===== config.mk =====
export PLATFORM = sky130hd
export DESIGN_NAME = rrt_cell
export DESIGN_NICKNAME = d
export VERILOG_FILES = /design/src/hdl/rrt_pkg.sv /design/src/hdl/rrt_cell.sv
export SDC_FILE = /design/constraint.sdc
export NUM_CORES = 1
export LEC_CHECK = 0
export BUFFER_PORTS_ARGS = -buffer_cell sky130_fd_sc_hd__buf_4
export CORE_MARGIN = 2
export CORE_UTILIZATION = 30
export CTS_BUF_LIST = sky130_fd_sc_hd__clkbuf_8
export DETAILED_ROUTE_END_ITERATION = 10
export PLACE_DENSITY_LB_ADDON = 0.25
export SYNTH_ARGS = -nofsm -noshare
export SYNTH_HDL_FRONTEND = slang
export SYNTH_SLANG_ARGS = --single-unit

===== constraint.sdc =====
create_clock -name clk -period 8.28 [get_ports clk]
set_input_delay 0.828 -clock clk [delete_from_list [all_inputs] [get_ports clk]]
set_output_delay 0.828 -clock clk [all_outputs]
set_load 0.05 [all_outputs]

===== src/hdl/rrt_pkg.sv =====
// Package for the ranked result table: sizes, key and link types, state codes.
// Used by rrt_cell, rrt_read_tree and ranked_result_table.
package rrt_pkg;

  localparam int CAPACITY = 64;

  localparam int ID_W    = 32;
  localparam int SCORE_W = 32;
  localparam int RANK_W  = 6;
  localparam int ENTRY_W = 7;
  localparam int STAT_W  = 2;
  localparam int KEY_W   = SCORE_W + ID_W;

  localparam int IN_DATA_W  = 72;
  localparam int OUT_DATA_W = 72;

  // Occupancy count, wide enough to hold CAPACITY itself.
  localparam int CNT_W = $clog2(CAPACITY + 1);
  localparam int CMP_W = (CNT_W > RANK_W) ? CNT_W : RANK_W;

  // Read tree: groups of eight cells, then one of the groups.
  localparam int GRP_W    = 3;
  localparam int GRP_SIZE = 1 << GRP_W;
  localparam int HI_W     = RANK_W - GRP_W;
  localparam int SLOTS    = 1 << HI_W;

  typedef logic [KEY_W-1:0] key_t;
  typedef key_t [CAPACITY-1:0] key_row_t;

  // What each cell hands to the next cell down the chain.
  typedef struct packed {
    logic ahead;  // this cell stays ahead of the new pair
    key_t key;
  } link_t;

  typedef enum logic [STAT_W-1:0] {
    STAT_OK    = 2'd0,
    STAT_FULL  = 2'd1,
    STAT_RANGE = 2'd2
  } status_t;

  typedef enum logic {
    ST_IDLE = 1'b0,
    ST_READ = 1'b1
  } state_t;

  localparam logic MODE_ADD  = 1'b0;
  localparam logic MODE_READ = 1'b1;

  // The score's sign bit is inverted so that unsigned key order is rank order.
  function automatic key_t make_key(input logic [SCORE_W-1:0] score,
                                    input logic [ID_W-1:0] doc_id);
    make_key = {~score[SCORE_W-1], score[SCORE_W-2:0], doc_id};
  endfunction

endpackage


===== src/hdl/rrt_cell.sv =====
// One compare-and-shift cell of the ranked table.
// Depends on rrt_pkg for the key and link types.
module rrt_cell
  import rrt_pkg::*;
(
  input  logic  clk,
  input  logic  ins_en,
  input  key_t  new_key,
  input  logic  occupied,
  input  link_t prev_link,
  output link_t link
);

  key_t key;

  assign link.key   = key;
  assign link.ahead = occupied && (key >= new_key);

  // A cell behind the insertion point takes the new pair if its upper
  // neighbor stays ahead, otherwise the neighbor's pair moves down.
  always_ff @(posedge clk) begin
    if (ins_en && !link.ahead) begin
      key <= prev_link.ahead ? new_key : prev_link.key;
    end
  end

endmodule


# After elaboration in Yosys (flattened, before gate mapping)
# Cells that the tools add are included.
[word_totals] word_cells=6 inputBits=132 reg_bits=64 out_inout_bits=65
[classes] mux=1 n_reduce_logical=3 magnitude_cmp=1
[ops] operator=">= comparator 64 bit" count=1
[ops] operator="two-way mux 64 bit" count=1
[ops] operator="logical AND 1 bit" count=2
[ops] operator="zero test 1 bit" count=1

# Longest topological paths before layout
# Gate-level depths: netlist of the first run.
[logic_depth] ltp_word=4 ltp_mapped=8 mapped_depth_nobuf=8

# Least setup slack after synthesis of the first run
# Ideal clock, no wire load.
[synth_timing] kind="input to register" startpoint="input new_key[10]" endpoint="register key[0] (enable)" path_buffers=0 arrival_time_ps=5641 path_stages=8 t_required_ps=7757 setup_ps=523 setup_slack_ps=2116 path_cell_list="inv_1 ha_1 a21oi_1 o21ai_1 a221oi_2 nor4b_1 a311o_1 o41ai_2"
[synth_between] elab_chain_cells=4
[synth_rtl] element="start, declared" line="rrt_cell.sv:8" source="input key_t new_key,"
[synth_rtl] element=">= comparator 64 bit" line="rrt_cell.sv:17" source="assign link.ahead = occupied && (key >= new_key);"
[synth_rtl] element="logical AND 1 bit" line="rrt_cell.sv:17"
[synth_rtl] element="zero test 1 bit" line="rrt_cell.sv:22" source="if (ins_en && !link.ahead) begin"
[synth_rtl] element="logical AND 1 bit" line="rrt_cell.sv:22"
[synth_rtl] element="end signal, assigned" line="rrt_cell.sv:23" source="key <= prev_link.ahead ? new_key : prev_link.key;"
[synth_rtl] element="end, declared" line="rrt_cell.sv:14" source="key_t key;"
# Every way passes these cells.
# A chain may end at the register's enable or synchronous reset.

==> impl_metrics.py, run 1 <==
metrics = {
    "clocking": {
        "cts_tree": "built",
        "ctsHoldBuffers": 0,
        "clock_latency_ns": 0.35,
        "clk_pin_slew_ns": 0.07,
        "cts_setup_buffers": 0,
        "cts_resized": 0,
        "numCtsBuffers": 9,
        "cts-root-buf": "clkbuf_8",
        "cts.sinks": 64,
        "h-tree-depth": 3,
        "cts_buffer_depth": 2,
    },
    "power_and_ir_drop": {
        "leakagePower_uw": 0.00294,
        "power.density_nw_per_um2": 165,
        "total_power_uw": 1020,
        "ir_drop_uv": 74.0,
    },
    "timing": {
        "fmax_ghz": 0.262,
        "tns_ns": 0,
        "post-route-min-period_ns": 3.82,
        "slew-limit-headroom_pct": 42.2,
        "tightestPinTransition_ns": 0.867,
        "finalClockSkew_ns": 0.00967,
        "hold_viol_final": 0,
        "finalCritPeriodShare_pct": 46.1,
        "setup_violations": 0,
        "rsz0062_at_grt": "no",
        "slew_violations": 0,
    },
    "cells_and_area": {
        "largest_reg_flops": 64,
        "drive_above_1_share_pct": 47.6,
        "fin_nets": 767,
        "reg_top3": "key x64",
        "mostFrequentLayoutCells": "197 x buf_4, 69 x inv_1, 64 x mux2_2, 64 x ha_1, 64 x edfxtp_1",
        "n_antenna_cell": 0,
        "syn_to_final_growth_pct": 42.4,
        "mostFrequentLayoutCell": "buf_4",
        "largest-register": "key",
    },
    "synth": {
        "synth_nets": 566,
        "ys_ff_latch": 64,
        "synth_warnings": 0,
        "ys_seq_area_share_pct": 44.5,
        "syn_area_sq_um": 4320,
        "syn_inst": 370,
        "syn_area_per_cell_sq_um": 11.7,
        "synth_cell_types": 28,
    },
    "grt": {
        "grtUsageTotal_pct": 14.7,
        "antenna_found_initial": 0,
        "grt_start_max_net_pins": 65,
        "overflow": 0,
        "grt_pass1_wl_microns": 17200,
        "grt_pass1_vias": 3608,
    },
    "worst_setup_path": {
        "arrival_ns": 2.99,
        "critPathMaxFanout": 3,
        "crit_path_start_kind": "primary input",
        "path_class": "primary input to output pin",
        "crit_required_ns": 7.45,
        "cp-end-kind": "output pin",
    },
    "routing": {
        "drtPass1Iterations": 4,
        "via_count": 3463,
        "initialDrtViolationCount": 80,
        "wl_per_cell_microns": 14.7,
        "avgViaCountPerCell": 4.59,
        "drt-total-wl_microns": 11100,
        "ant_nets": 0,
        "drc": 0,
    },
    "run_status": {
        "status": "complete, no violations",
    },
    "floorplanning": {
        "core_sq_um": 14000,
        "dieArea_sq_um": 15400,
        "start_util_pct": 30.9,
        "die_h_microns": 124,
        "ios": 197,
        "rows": 43,
        "die_x_microns": 124,
    },
    "place": {
        "dp_hpwl_microns": 8860,
        "gp_congestion": 0.741,
        "io_buffers": 196,
    },
    "worst_hold_path": {
        "min_path_type": "primary input to flop",
    },
    "run": {
        "drv_cap": 0,
    },
}
-- worst paths after layout --
path	from	endpoint	slack [ns]	depth (start not counted)
setup / recovery	new_key[61]	link[64]	4.46	10
hold / removal	prev_link[48]	key[48]$_DFFE_PP_	0.77	2
setup reg to reg	key[33]$_DFFE_PP_	key[34]$_DFFE_PP_	5.06	8
hold reg to reg	key[63]$_DFFE_PP_	key[51]$_DFFE_PP_	1.41	5
-- logic make-up after synthesis --
| logic type | count (synthesis) | synth area share [%] |
|---|---|---|
| adders and majority gates | 64 | 18.5 |
| muxes | 64 | 16.7 |
| and+or+nand+nor | 57 | 7.01 |
| DFF | 64 | 44.5 |
| buffers and inverters | 74 | 6.43 |
| AOI/OAI and AO/OA | 47 | 6.81 |
-- layout make-up --
cell class / count / area (sq um)
clock inverter: 5 / 18.8
timing repair buffer: 197 / 1480
tap: 180 / 225
inverter: 67 / 251
sequential: 64 / 1920
multi-input combinational: 232 / 2130
clock buffer: 9 / 124
fill: 1360 / 7840
-- report_power, final --
group | internal, uW | switching, uW | total [uW]
Combinational | 147 | 224 | 371
Sequential | 404 | 20.8 | 425
Clock | 100 | 120 | 221
-- cells in the mapped netlist --
library cell	count	area share [%]
inv_1	67	5.8
edfxtp_1	64	45
ha_1	64	19
mux2_2	64	17
a21oi_1	25	2.9
nand2_1	18	1.6
nand3_1	10	1.2
nand4_1	10	1.4
clkbuf_1	7	0.61
o21ai_0	7	0.81
nor3_1	5	0.58
a221oi_1	4	0.81
nor2_1	4	0.35
nand2b_1	3	0.43
a21boi_0	2	0.35
a311o_1	2	0.46
nor4_1	2	0.29
o21ai_1	2	0.23
a21o_1	1	0.17
a221oi_2	1	0.35
a31oi_1	1	0.14
and4_1	1	0.20
and4_4	1	0.26
and4bb_1	1	0.29
nor4b_1	1	0.20
nor4bb_1	1	0.23
o31a_1	1	0.20
o41ai_2	1	0.38
-- per-stage QoR --
step	hold WS [ns]	cells	utilization, %	instance area, sq um	setup slack (ns)
final	0.771	754	44.0	6150	4.46
after global routing	0.755	754	44.0	6150	4.09
after CTS	0.751	754	44.0	6150	4.35
after detailed placement	1.13	740	42.9	6010	4.36
after global placement	1.13	740	42.9	6010	4.31
after floorplan	1.05	370	-	4320	2.12
-- routing by layer --
| layer | track usage [%] | part of all wire [%] | vias to the layer above |
|---|---|---|---|
| li1 | - | - | 1757 |
| met1 | 17.1 | 42 | 1573 |
| met2 | 25.0 | 48 | 121 |
| met3 | 4.85 | 8.1 | 12 |
| met4 | 5.69 | 1.5 | 0 |
| met5 | 0 | 0 | - |
-- worst max-delay path: stages --
cell,delay [ns]
buf_4,0.09
inv_1,0.04
ha_1,0.29
nand4_1,0.12
nor3_1,0.40
nand3_1,0.27
nor4b_1,0.30
a311o_1,0.29
o31a_1,0.16
buf_4,0.20
Power figures use the tool's default switching activity.
==> inputs of run 2 (changes only) <==
==> constraint.sdc (replaced) <==
create_clock -name clk -period 3.9 [get_ports clk]
set_input_delay 0.39 -clock clk [delete_from_list [all_inputs] [get_ports clk]]
set_output_delay 0.39 -clock clk [all_outputs]
set_load 0.05 [all_outputs]
==> impl_metrics.py, run 2 (same netlist as run 1, synthesis figures left out) <==
metrics = {
    "routing": {
        "wl_per_cell_microns": 15.0,
        "drt-total-wl_microns": 11300,
        "drtPass1Iterations": 4,
        "via_count": 3509,
        "drc": 0,
        "initialDrtViolationCount": 134,
        "ant_nets": 0,
        "avgViaCountPerCell": 4.65,
    },
    "worst_hold_path": {
        "min_path_type": "primary input to flop",
    },
    "cells_and_area": {
        "drive_above_1_share_pct": 48.8,
        "n_antenna_cell": 0,
        "largest_reg_flops": 64,
        "mostFrequentLayoutCell": "buf_4",
        "fin_nets": 768,
        "mostFrequentLayoutCells": "198 x buf_4, 68 x inv_1, 64 x mux2_2, 64 x edfxtp_1, 60 x ha_1",
        "largest-register": "key",
        "syn_to_final_growth_pct": 43.8,
        "fill_cells": 1345,
        "reg_top3": "key x64",
        "design_area_sq_um": 6210,
    },
    "worst_setup_path": {
        "arrival_ns": 2.72,
        "worstPathCellList": "ha_1 -> nand4_1 -> nor3_1 -> nor4bb_1 -> nand2b_1 -> o31a_1 -> buf_4",
        "crit_required_ns": 3.51,
        "crit_path_max_incr_delay_ns": 0.61,
        "critPathMaxFanout": 3,
        "crit_buf_inv": 1,
        "cpLargestDelayFamily": "simple AND/OR/NAND/NOR gates",
        "cpMaxStageDelayCell": "nor4bb_1",
        "path_class": "flop to output pin",
        "cp-end-kind": "output pin",
        "crit_path_start_kind": "flop",
    },
    "clocking": {
        "ctsHoldBuffers": 0,
        "cts.sinks": 64,
        "cts_buffer_depth": 2,
        "numCtsBuffers": 9,
        "clock_latency_ns": 0.34,
        "h-tree-depth": 3,
        "cts_setup_buffers": 0,
        "cts_resized": 0,
        "cts-root-buf": "clkbuf_8",
        "cts_tree": "built",
        "clk_pin_slew_ns": 0.07,
    },
    "place": {
        "dp_hpwl_microns": 9170,
        "place_area_sq_um": 6070,
        "io_buffers": 196,
        "gp_congestion": 0.754,
    },
    "run_status": {
        "status": "complete, no violations",
    },
    "timing": {
        "post-route-min-period_ns": 3.11,
        "slew_violations": 0,
        "finalClockSkew_ns": 0.00649,
        "tightestPinTransition_ns": 0.842,
        "slew-limit-headroom_pct": 43.9,
        "fmax_ghz": 0.322,
        "finalCritPeriodShare_pct": 79.6,
        "tns_ns": 0,
        "setup_violations": 0,
        "hold_viol_final": 0,
        "rsz0062_at_grt": "no",
    },
    "grt": {
        "grt_pass1_vias": 3768,
        "overflow": 0,
        "grt_pass1_wl_microns": 17300,
        "antenna_found_initial": 0,
        "grt_start_max_net_pins": 65,
        "grtUsageTotal_pct": 14.6,
    },
    "power_and_ir_drop": {
        "power.density_nw_per_um2": 348,
        "total_power_uw": 2160,
        "ir_drop_uv": 222,
        "leakagePower_uw": 0.00294,
    },
    "run": {
        "drv_cap": 0,
    },
    "floorplanning": {
        "die_x_microns": 124,
        "rows": 43,
        "ios": 197,
        "die_h_microns": 124,
        "dieArea_sq_um": 15400,
        "core_sq_um": 14000,
        "start_util_pct": 30.9,
    },
}
## run 2: layout make-up
| type | count | area (sq um) | share of cell area [%] |
|---|---|---|---|
| multi-input cells | 232 | 2180 | 35.2 |
| flip-flops and latches | 64 | 1920 | 30.9 |
| repair buffers | 198 | 1490 | 23.9 |
| inverters | 67 | 251 | 4.05 |
| well taps | 180 | 225 | 3.63 |
| clock buffers | 9 | 124 | 1.99 |
| clock inverters | 4 | 16.3 | 0.262 |
## run 2: stage by stage
stage	worst slack (ns)	hold slack, ns	util, %	std cells
after floorplan	-0.503	0.610	-	370
after detailed placement	0.911	0.696	43.4	741
after global routing	0.560	0.323	44.4	754
after CTS	0.658	0.322	44.4	754
after global placement	0.944	0.695	43.4	741
final	0.795	0.349	44.4	754
## run 2: worst register-to-register path, cell delays in order (launching register included)
cell,delay (ns)
edfxtp_1,0.40
ha_1,0.32
and4_1,0.22
and4bb_1,0.22
nand3_2,0.12
nor4b_1,0.06
a311o_1,0.39
o41ai_4,0.23
buf_4,0.49
## run 2: power breakdown
part	switching (uW)	total (uW)	internal, uW
sequential	46.3	903	857
combinational	482	802	320
clock	244	456	212
total	772	2160	1390
## run 2: final timing paths
path                startpoint           endpoint  slack (ns)  cells after the start
max          key[61]$_DFFE_PP_           link[64]        0.79                      7
min              prev_link[24]  key[24]$_DFFE_PP_        0.35                      2
max reg2reg  key[34]$_DFFE_PP_  key[11]$_DFFE_PP_        1.05                      8
min reg2reg  key[63]$_DFFE_PP_  key[45]$_DFFE_PP_        1.20                      5
## run 2: layer usage
layer	vias to the layer above	track usage (%)	part of all wire [%]
li1	1758	-	-
met1	1635	16.3	40
met2	106	26.9	52
met3	10	4.08	6.6
met4	0	4.56	1.3
met5	-	0	0
